$ cat config.mk
export PLATFORM = sky130hd
export DESIGN_NAME = bounded_array_table
export DESIGN_NICKNAME = d
export VERILOG_FILES = /design/src/rtl/bat_pkg.sv /design/src/rtl/bat_ctrl.sv /design/src/rtl/bat_dp.sv /design/src/rtl/bounded_array_table.sv
export VERILOG_INCLUDE_DIRS = /design/src /design/src/rtl
export SDC_FILE = /design/constraint.sdc
export NUM_CORES = 2
export LEC_CHECK = 0
export ABC_AREA = 1
export BUFFER_PORTS_ARGS = -buffer_cell sky130_fd_sc_hd__buf_2
export CAP_MARGIN = 0
export CORE_UTILIZATION = 35
export DETAILED_ROUTE_END_ITERATION = 8
export GPL_TIMING_DRIVEN = 1
export HOLD_SLACK_MARGIN = 0.08
export PLACE_DENSITY_LB_ADDON = 0.1
export SYNTH_ARGS = -nofsm -noshare
export SYNTH_HDL_FRONTEND = slang
export SYNTH_SLANG_ARGS = --single-unit
$ cat constraint.sdc
create_clock -name clk -period 11.8 [get_ports clk]
set_input_delay 1.77 -clock clk [delete_from_list [all_inputs] [get_ports clk]]
set_output_delay 1.77 -clock clk [all_outputs]
set_load 0.1 [all_outputs]
$ cat src/rtl/bounded_array_table_macros.svh
// Assertion macros for the bounded array table.
// Included by the top level; needs nothing else.
`ifndef BOUNDED_ARRAY_TABLE_MACROS_SVH
`define BOUNDED_ARRAY_TABLE_MACROS_SVH
`ifndef SYNTHESIS
`define BAT_ASSERT(lbl, clk_i, rstn_i, prop) \
  lbl: assert property (@(posedge clk_i) disable iff (!rstn_i) (prop)) \
    else $error("bounded_array_table assertion failed");
`define BAT_ASSERT_ALWAYS(lbl, clk_i, prop) \
  lbl: assert property (@(posedge clk_i) (prop)) \
    else $error("bounded_array_table assertion failed");
`else
`define BAT_ASSERT(lbl, clk_i, rstn_i, prop)
`define BAT_ASSERT_ALWAYS(lbl, clk_i, prop)
`endif
`endif

$ cat src/rtl/bat_pkg.sv
// Shared types and constants of the bounded array table.
// Used by bat_ctrl, bat_dp and bounded_array_table; depends on nothing.
package bat_pkg;

  localparam int CAPACITY_DEF = 128;
  localparam int VAL_W        = 31;
  localparam int SLOT_W       = 8;
  localparam int CNT_W        = 8;
  localparam int IN_DATA_W    = 40;
  localparam int OUT_DATA_W   = 48;

  typedef enum logic [1:0] {
    CMD_FIND    = 2'd0,
    CMD_REPLACE = 2'd1,
    CMD_APPEND  = 2'd2,
    CMD_REMOVE  = 2'd3
  } cmd_t;

  typedef enum logic [1:0] {
    ST_OK        = 2'd0,
    ST_NOT_FOUND = 2'd1,
    ST_RANGE     = 2'd2,
    ST_FULL      = 2'd3
  } status_t;

  typedef enum logic [3:0] {
    S_IDLE,
    S_DISPATCH,
    S_FIND_RD,
    S_FIND_CMP,
    S_REPL_RD,
    S_REPL_WR,
    S_REM_RD,
    S_REM_CAP,
    S_SHIFT_RD,
    S_SHIFT_WR,
    S_DONE
  } state_t;

  typedef enum logic [3:0] {
    OP_NONE,
    OP_LOAD,
    OP_READ,
    OP_IDX_SLOT,
    OP_IDX_INC,
    OP_SET_RANGE,
    OP_SET_FULL,
    OP_SET_MISS,
    OP_FIND_HIT,
    OP_REPLACE_WR,
    OP_APPEND_WR,
    OP_REMOVE_CAP,
    OP_SHIFT_WR,
    OP_REMOVE_DONE
  } dp_op_t;

  typedef struct packed {
    dp_op_t op;
    logic   out_load;
  } ctl_t;

  typedef struct packed {
    cmd_t cmd;
    logic slot_ok;
    logic full;
    logic idx_end;
    logic match;
    logic out_free;
  } sts_t;

endpackage

$ cat src/rtl/bat_ctrl.sv
// Sequencing state machine of the bounded array table.
// Depends on bat_pkg; drives the datapath in bat_dp through ctl_t.
module bat_ctrl (
  input  logic          clk,
  input  logic          rst_n,
  input  logic          in_tvalid,
  output logic          in_tready,
  input  bat_pkg::sts_t sts,
  output bat_pkg::ctl_t ctl
);

  bat_pkg::state_t state_r, state_nxt;

  always_ff @(posedge clk) begin
    if (!rst_n) begin
      state_r <= bat_pkg::S_IDLE;
    end else begin
      state_r <= state_nxt;
    end
  end

  always_comb begin
    state_nxt = state_r;
    case (state_r)
      bat_pkg::S_IDLE: begin
        if (in_tvalid) state_nxt = bat_pkg::S_DISPATCH;
      end
      bat_pkg::S_DISPATCH: begin
        case (sts.cmd)
          bat_pkg::CMD_FIND:    state_nxt = bat_pkg::S_FIND_RD;
          bat_pkg::CMD_REPLACE: state_nxt = sts.slot_ok ? bat_pkg::S_REPL_RD : bat_pkg::S_DONE;
          bat_pkg::CMD_APPEND:  state_nxt = bat_pkg::S_DONE;
          bat_pkg::CMD_REMOVE:  state_nxt = sts.slot_ok ? bat_pkg::S_REM_RD : bat_pkg::S_DONE;
          default:              state_nxt = bat_pkg::S_DONE;
        endcase
      end
      bat_pkg::S_FIND_RD:  state_nxt = sts.idx_end ? bat_pkg::S_DONE : bat_pkg::S_FIND_CMP;
      bat_pkg::S_FIND_CMP: state_nxt = sts.match ? bat_pkg::S_DONE : bat_pkg::S_FIND_RD;
      bat_pkg::S_REPL_RD:  state_nxt = bat_pkg::S_REPL_WR;
      bat_pkg::S_REPL_WR:  state_nxt = bat_pkg::S_DONE;
      bat_pkg::S_REM_RD:   state_nxt = bat_pkg::S_REM_CAP;
      bat_pkg::S_REM_CAP:  state_nxt = bat_pkg::S_SHIFT_RD;
      bat_pkg::S_SHIFT_RD: state_nxt = sts.idx_end ? bat_pkg::S_DONE : bat_pkg::S_SHIFT_WR;
      bat_pkg::S_SHIFT_WR: state_nxt = bat_pkg::S_SHIFT_RD;
      bat_pkg::S_DONE: begin
        if (sts.out_free) state_nxt = bat_pkg::S_IDLE;
      end
      default: state_nxt = bat_pkg::S_IDLE;
    endcase
  end

  always_comb begin
    ctl.op       = bat_pkg::OP_NONE;
    ctl.out_load = 1'b0;
    in_tready    = 1'b0;
    case (state_r)
      bat_pkg::S_IDLE: begin
        in_tready = 1'b1;
        if (in_tvalid) ctl.op = bat_pkg::OP_LOAD;
      end
      bat_pkg::S_DISPATCH: begin
        case (sts.cmd)
          bat_pkg::CMD_FIND:    ctl.op = bat_pkg::OP_NONE;
          bat_pkg::CMD_REPLACE,
          bat_pkg::CMD_REMOVE:  ctl.op = sts.slot_ok ? bat_pkg::OP_IDX_SLOT : bat_pkg::OP_SET_RANGE;
          bat_pkg::CMD_APPEND:  ctl.op = sts.full ? bat_pkg::OP_SET_FULL : bat_pkg::OP_APPEND_WR;
          default:              ctl.op = bat_pkg::OP_NONE;
        endcase
      end
      bat_pkg::S_FIND_RD:  ctl.op = sts.idx_end ? bat_pkg::OP_SET_MISS : bat_pkg::OP_READ;
      bat_pkg::S_FIND_CMP: ctl.op = sts.match ? bat_pkg::OP_FIND_HIT : bat_pkg::OP_IDX_INC;
      bat_pkg::S_REPL_RD:  ctl.op = bat_pkg::OP_READ;
      bat_pkg::S_REPL_WR:  ctl.op = bat_pkg::OP_REPLACE_WR;
      bat_pkg::S_REM_RD:   ctl.op = bat_pkg::OP_READ;
      bat_pkg::S_REM_CAP:  ctl.op = bat_pkg::OP_REMOVE_CAP;
      bat_pkg::S_SHIFT_RD: ctl.op = sts.idx_end ? bat_pkg::OP_REMOVE_DONE : bat_pkg::OP_READ;
      bat_pkg::S_SHIFT_WR: ctl.op = bat_pkg::OP_SHIFT_WR;
      bat_pkg::S_DONE:     ctl.out_load = sts.out_free;
      default:             ctl.op = bat_pkg::OP_NONE;
    endcase
  end

endmodule

$ cat src/rtl/bat_dp.sv
// Datapath of the bounded array table: entry memory, fill count, index
// counter, result registers and the output register. Depends on bat_pkg.
module bat_dp #(
  parameter int CAPACITY = bat_pkg::CAPACITY_DEF
) (
  input  logic                             clk,
  input  logic                             rst_n,
  // in_tdata: slot [7:0], item_value [38:8], zero fill [39]
  input  logic [bat_pkg::IN_DATA_W-1:0]    in_tdata,
  // in_tuser: cmd [1:0]
  input  logic [1:0]                       in_tuser,
  input  bat_pkg::ctl_t                    ctl,
  output bat_pkg::sts_t                    sts,
  output logic                             out_tvalid,
  input  logic                             out_tready,
  // out_tdata: hit_index [7:0], prior_value [38:8], fill_count [46:39], zero fill [47]
  output logic [bat_pkg::OUT_DATA_W-1:0]   out_tdata,
  // out_tuser: status [1:0]
  output logic [1:0]                       out_tuser
);

  localparam int CW = $clog2(CAPACITY + 1);
  localparam int AW = $clog2(CAPACITY);
  localparam int SW = 9;

  logic [bat_pkg::VAL_W-1:0] mem [CAPACITY];

  bat_pkg::cmd_t             cmd_r;
  logic [bat_pkg::SLOT_W-1:0] slot_r;
  logic [bat_pkg::VAL_W-1:0] val_r;
  logic [CW-1:0]             occ_r;
  logic [CW-1:0]             idx_r;
  logic [CW-1:0]             idx_m1;
  logic [bat_pkg::VAL_W-1:0] rd_data_r;
  bat_pkg::status_t          status_r;
  logic [bat_pkg::CNT_W-1:0] hit_r;
  logic [bat_pkg::VAL_W-1:0] prior_r;
  logic                      out_valid_r;
  logic [bat_pkg::OUT_DATA_W-1:0] out_data_r;
  bat_pkg::status_t          out_status_r;

  logic                      mem_we;
  logic [AW-1:0]             mem_waddr;
  logic [bat_pkg::VAL_W-1:0] mem_wdata;

  assign idx_m1 = idx_r - CW'(1);

  always_comb begin
    mem_we    = 1'b0;
    mem_waddr = idx_r[AW-1:0];
    mem_wdata = val_r;
    case (ctl.op)
      bat_pkg::OP_APPEND_WR: begin
        mem_we    = 1'b1;
        mem_waddr = occ_r[AW-1:0];
      end
      bat_pkg::OP_REPLACE_WR: mem_we = 1'b1;
      bat_pkg::OP_SHIFT_WR: begin
        // Each later entry moves one place toward the front.
        mem_we    = 1'b1;
        mem_waddr = idx_m1[AW-1:0];
        mem_wdata = rd_data_r;
      end
      default: mem_we = 1'b0;
    endcase
  end

  always_ff @(posedge clk) begin
    if (mem_we) mem[mem_waddr] <= mem_wdata;
    if (ctl.op == bat_pkg::OP_READ) rd_data_r <= mem[idx_r[AW-1:0]];
  end

  always_ff @(posedge clk) begin
    if (!rst_n) begin
      occ_r <= '0;
    end else if (ctl.op == bat_pkg::OP_APPEND_WR) begin
      occ_r <= occ_r + CW'(1);
    end else if (ctl.op == bat_pkg::OP_REMOVE_DONE) begin
      occ_r <= occ_r - CW'(1);
    end
  end

  always_ff @(posedge clk) begin
    case (ctl.op)
      bat_pkg::OP_LOAD: begin
        cmd_r    <= bat_pkg::cmd_t'(in_tuser);
        slot_r   <= in_tdata[7:0];
        val_r    <= in_tdata[38:8];
        idx_r    <= '0;
        status_r <= bat_pkg::ST_OK;
        hit_r    <= '0;
        prior_r  <= '0;
      end
      bat_pkg::OP_IDX_SLOT:   idx_r    <= CW'(slot_r);
      bat_pkg::OP_IDX_INC:    idx_r    <= idx_r + CW'(1);
      bat_pkg::OP_SET_RANGE:  status_r <= bat_pkg::ST_RANGE;
      bat_pkg::OP_SET_FULL:   status_r <= bat_pkg::ST_FULL;
      bat_pkg::OP_SET_MISS:   status_r <= bat_pkg::ST_NOT_FOUND;
      bat_pkg::OP_FIND_HIT:   hit_r    <= bat_pkg::CNT_W'(idx_r);
      bat_pkg::OP_REPLACE_WR: prior_r  <= rd_data_r;
      bat_pkg::OP_REMOVE_CAP: begin
        prior_r <= rd_data_r;
        idx_r   <= idx_r + CW'(1);
      end
      bat_pkg::OP_SHIFT_WR:   idx_r    <= idx_r + CW'(1);
      default: begin
      end
    endcase
  end

  always_ff @(posedge clk) begin
    if (!rst_n) begin
      out_valid_r <= 1'b0;
    end else if (ctl.out_load) begin
      out_valid_r <= 1'b1;
    end else if (out_tready) begin
      out_valid_r <= 1'b0;
    end
  end

  always_ff @(posedge clk) begin
    if (ctl.out_load) begin
      out_data_r   <= {1'b0, bat_pkg::CNT_W'(occ_r), prior_r, hit_r};
      out_status_r <= status_r;
    end
  end

  assign out_tvalid = out_valid_r;
  assign out_tdata  = out_data_r;
  assign out_tuser  = out_status_r;

  assign sts.cmd      = cmd_r;
  assign sts.slot_ok  = SW'(slot_r) < SW'(occ_r);
  assign sts.full     = occ_r == CW'(CAPACITY);
  assign sts.idx_end  = idx_r == occ_r;
  assign sts.match    = rd_data_r == val_r;
  assign sts.out_free = !out_valid_r || out_tready;

endmodule

$ cat src/rtl/bounded_array_table.sv
// Channel  Direction  Ports                         Payload
// in       slave      in_tvalid/tready/tdata/tuser  cmd, slot, item_value
// out      master     out_tvalid/tready/tdata/tuser status, hit_index, prior_value, fill_count
//
// One request is in work at a time; a new one is taken while the last result waits.
// Find reads and compares the held entries in turn from the front until a hit or the fill
// count; remove reads the slot entry, then moves each later entry one place toward the front.
// Synchronous active-low reset clears only the fill count, the output valid and control; the count bounds reads.
// A stalled result holds in the output register; the block then waits in its last state.
module bounded_array_table #(
  parameter int CAPACITY = bat_pkg::CAPACITY_DEF
) (
  input  logic                           clk,
  input  logic                           rst_n,
  input  logic                           in_tvalid,
  output logic                           in_tready,
  // in_tdata: slot [7:0], item_value [38:8], zero fill [39]
  input  logic [bat_pkg::IN_DATA_W-1:0]  in_tdata,
  // in_tuser: cmd [1:0]
  input  logic [1:0]                     in_tuser,
  output logic                           out_tvalid,
  input  logic                           out_tready,
  // out_tdata: hit_index [7:0], prior_value [38:8], fill_count [46:39], zero fill [47]
  output logic [bat_pkg::OUT_DATA_W-1:0] out_tdata,
  // out_tuser: status [1:0]
  output logic [1:0]                     out_tuser
);

  `include "bounded_array_table_macros.svh"

  bat_pkg::ctl_t ctl;
  bat_pkg::sts_t sts;

  bat_ctrl u_ctrl (
    .clk       (clk),
    .rst_n     (rst_n),
    .in_tvalid (in_tvalid),
    .in_tready (in_tready),
    .sts       (sts),
    .ctl       (ctl)
  );

  bat_dp #(
    .CAPACITY (CAPACITY)
  ) u_dp (
    .clk        (clk),
    .rst_n      (rst_n),
    .in_tdata   (in_tdata),
    .in_tuser   (in_tuser),
    .ctl        (ctl),
    .sts        (sts),
    .out_tvalid (out_tvalid),
    .out_tready (out_tready),
    .out_tdata  (out_tdata),
    .out_tuser  (out_tuser)
  );

  // A taken request keeps the input closed until its result is built.
  `BAT_ASSERT(a_one_in_work, clk, rst_n, (in_tvalid && in_tready) |=> !in_tready)
  `BAT_ASSERT(a_miss_no_hit, clk, rst_n, (out_tvalid && out_tuser == bat_pkg::ST_NOT_FOUND) |-> (out_tdata[7:0] == 8'd0))
  `BAT_ASSERT(a_range_no_prior, clk, rst_n, (out_tvalid && out_tuser == bat_pkg::ST_RANGE) |-> (out_tdata[38:8] == 31'd0))
  `BAT_ASSERT_ALWAYS(a_load_only_free, clk, ctl.out_load |-> sts.out_free)

endmodule
==> results by group <==
Yosys
  • Unique cell type count in the Yosys netlist: 46
  • Simple-Gate Fraction of Synth Area: 0.101
  • Post-synthesis mux area share: 0.00128
  • Mean Syn Cell Area: 13.0 sq um
  • Largest family of logic cells by synthesized area: compound AO/OA/AOI/OAI gates
  • Ys Warns: 0
  • Adder-Cell Fraction of Synth Area: 0.00180
  • Asr flop ratio synth: 0
  • Xor/xnor share of the synthesized area: 0.00208
  • FF+latch count, synth: 4,151
  • Syn_nets: 12,730
  • Synth Instances: 12,661
  • Compound-Gate Fraction of Synth Area: 0.109
  • EDFF count, synth: 4,138
  • Prevailing post-synth register cell: edfxtp_1
  • Register area share after synthesis: 0.759
  • Synthesized cell area: 164,000 sq um

Timing
  • Slew HR: 0.176
  • Final hold slack: 417 ps
  • Setup TNS Final: 0 ps
  • Worst slew pin tran: 1240 ps
  • Peak Freq: 176 MHz
  • Max-slew violation count: 0
  • Final worst-path cycle share: 0.480
  • Post-layout minimum cycle time: 5670 ps
  • Final setup fails: 0
  • Final hold vios: 0
  • Skew final: 59.9 ps
  • RSZ-0062 raised after global routing: false
  • Setup ws final: 6130 ps

Routing
  • Antenna-violating nets left: 0
  • Vias: 105,013
  • Routed vias/inst: 5.44
  • Routed wire per std cell: 28.7 microns
  • DRC viols: 0
  • Total Wirelength: 553 mm
  • DR iter-0 viols: 11,275
  • TritonRoute pass-1 iters: 6

Place
  • Pre-CTS WS: 6160 ps
  • Hpwl dp: 298 mm
  • RePlAce Congestion: 0.811
  • Number of port buffers: 95

CTS
  • Clk_lat worst skew: 1040 ps
  • CTS Buffer Depth: 4
  • Clock Sinks: 4,151
  • Post-CTS Setup Inserts: 0
  • TritonCTS Buffers: 451
  • CTS tree: yes
  • Htree depth: 5
  • Post-cts resize count: 0
  • Reg clk slew, reported paths: 60 ps
  • Clock root buffer: clkbuf_16
  • Cts hold-fix bufs: 0

Worst setup path
  • CP max FO: 81
  • Setup crit end kind: flip-flop
  • CP cell instances: buf_4, inv_8, buf_4, ha_1, nand3_1, nand3_1, nand2_1, nand2_1, nand2_1, nor2_2, nand2_1, nor2_4, buf_4
  • Kind of critical path: reg -> reg
  • Worst reg2reg path depth: 13
  • Slowest stage delay, CP: 710 ps
  • CP Data Required Time: 12,420 ps
  • Critical path's slowest cell: nand2_1
  • CP arrival: 6290 ps
  • Worst Setup Start Kind: flip-flop
  • CP most frequent cell: nand2_1

Power
  • Tot Pwr: 49.3 mW
  • Maximum VDD drop: 259 uV
  • Leakage Power: 60.0 nW
  • Pwr dens: 263 nW/um^2

GRT
  • Grt ovf: 0
  • Largest net degree at the start of global routing: 167
  • Vias in the first global route: 101,521
  • First-pass GRT wire length: 772 mm
  • Initial antenna violation count: 34
  • Total GRT Usage: 0.228

Die
  • Core area: 467,000 sq um
  • Initial core utilization: 0.351
  • Die Span X: 687 microns
  • DIE AREA: 472,000 sq um
  • Die height: 687 microns
  • Cell Rows: 251
  • Number of I/O pins: 98

Worst hold path
  • Hold Path Cell Cnt: 0
  • Hold Path Class: reg -> reg

Layout
  • Layout area overhead: 14.3%
  • Final Net Count: 12,778
  • Fraction of layout cells with a size suffix above 1: 0.0992
  • Filler Cell Count: 43,252
  • Finished Core Util: 0.402

Outcome
  • Outcome: completed

Flow run
  • Max-cap check violation count: 0
## critical path, delay by kind of cell, from the launching register on
family,cells,cell delay (ps)
adder cells (fa/ha/maj),1,360
flip-flops,1,390
AND/OR/NAND/NOR,8,2600
buffers and inverters,4,1870
## area by class of cell
class,instances,area [sq um],area share
timing repair buffer,443,3410,0.0182
multi-input combinational,7529,36800,0.196
sequential,4151,125000,0.664
antenna,13,32.5,0.000173
inverter,133,537,0.00286
tap,6198,7750,0.0413
clock inverter,293,2870,0.0153
clock buffer,541,11700,0.0625
## metrics by stage
stage	instance area, sq um	instances
3_5_place_dp	173000	18454
6_report	188000	19301
4_1_cts	188000	19288
5_1_grt	188000	19290
3_3_place_gp	173000	18454
2_1_floorplan	164000	12661
## report_power, final
group | internal (mW) | switching [mW]
clock network | 8.15 | 5.87
logic | 3.70 | 13.4
registers | 17.9 | 0.268
## cells by family (layout without fill, tap and decap cells)
| logic type | count (synthesis) | after routing |
|---|---|---|
| XOR/XNOR | 39 | 39 |
| flip-flops | 4151 | 4151 |
| other | 1 | 14 |
| adder cells (fa/ha/maj) | 23 | 23 |
| multiplexers | 21 | 21 |
| AO/OA/AOI/OAI | 3207 | 3207 |
| buffers and inverters | 981 | 1410 |
| AND/OR/NAND/NOR | 4238 | 4238 |
## flip-flops by register name, indices dropped and copies added (netlist names)
| register | cells |
|---|---|
| u_ctrl.state_r | 4 |
| u_dp.cmd_r | 2 |
| u_dp.hit_r | 8 |
| u_dp.idx_r | 8 |
| u_dp.mem | 3968 |
| u_dp.occ_r | 8 |
| u_dp.out_tdata | 47 |
| u_dp.out_tuser | 2 |
| u_dp.out_tvalid | 1 |
| u_dp.prior_r | 31 |
| u_dp.rd_data_r | 31 |
| u_dp.slot_r | 8 |
| u_dp.status_r | 2 |
| u_dp.val_r | 31 |
## worst paths after layout
kind                    start                  to  slack (ps)
min reg2reg  u_dp.prior_r[26]  u_dp.out_tdata[34]         420
min          u_dp.prior_r[26]  u_dp.out_tdata[34]         420
max             u_dp.idx_r[0]     u_dp.mem[0][10]        6130
max reg2reg     u_dp.idx_r[0]     u_dp.mem[0][10]        6130
## placed cells by master (no fill, tap or decap), types with 21 or more instances in the layout
cell type	synthesis	final
nor2_4	3	136
clkbuf_1	514	85
clkbuf_16	0	456
nor2_1	2857	2725
clkinv_1	2	115
o21ai_1	39	39
nand3_1	418	417
a21oi_1	184	184
xnor2_1	29	29
buf_2	213	95
nand2_1	912	912
edfxtp_1	4138	4138
o22ai_1	424	424
clkinv_2	0	92
mux2i_1	21	21
inv_1	118	116
o211ai_1	420	420
a22oi_1	92	92
buf_12	0	26
buf_4	55	322
o21ai_4	0	31
bufinv_16	0	50
o21ai_0	2035	2004
ha_1	22	22
## cells in the mapped netlist (2+ instances only)
| cell | instances | area (sq um) |
|---|---|---|
| a21oi_1 | 184 | 921 |
| a21oi_2 | 4 | 35.0 |
| a22oi_1 | 92 | 691 |
| buf_1 | 57 | 214 |
| buf_2 | 213 | 1070 |
| buf_4 | 55 | 413 |
| buf_6 | 9 | 101 |
| clkbuf_1 | 514 | 1930 |
| clkinv_1 | 2 | 7.51 |
| dfxtp_1 | 13 | 260 |
| edfxtp_1 | 4138 | 124000 |
| ha_1 | 22 | 275 |
| inv_1 | 118 | 443 |
| inv_2 | 13 | 48.8 |
| mux2i_1 | 21 | 210 |
| nand2_1 | 912 | 3420 |
| nand2_2 | 8 | 50.1 |
| nand3_1 | 418 | 2090 |
| nand3_2 | 10 | 100 |
| nand4_1 | 13 | 81.3 |
| nor2_1 | 2857 | 10700 |
| nor2_2 | 6 | 37.5 |
| nor2_4 | 3 | 33.8 |
| nor3_1 | 5 | 25.0 |
| o211ai_1 | 420 | 3150 |
| o21ai_0 | 2035 | 10200 |
| o21ai_1 | 39 | 195 |
| o21ai_2 | 2 | 17.5 |
| o22ai_1 | 424 | 2650 |
| xnor2_1 | 29 | 254 |
| xor2_1 | 10 | 87.6 |
## metal layers
metal / GRT usage / part of all wire / up-vias
met5: 0 / 0.000022 / -
met4: 0.0661 / 0.031 / 2
met3: 0.0299 / 0.061 / 731
met2: 0.375 / 0.47 / 3489
met1: 0.316 / 0.43 / 54236
li1: - / - / 46555
Note: power is estimated with default switching activity, not from simulation.
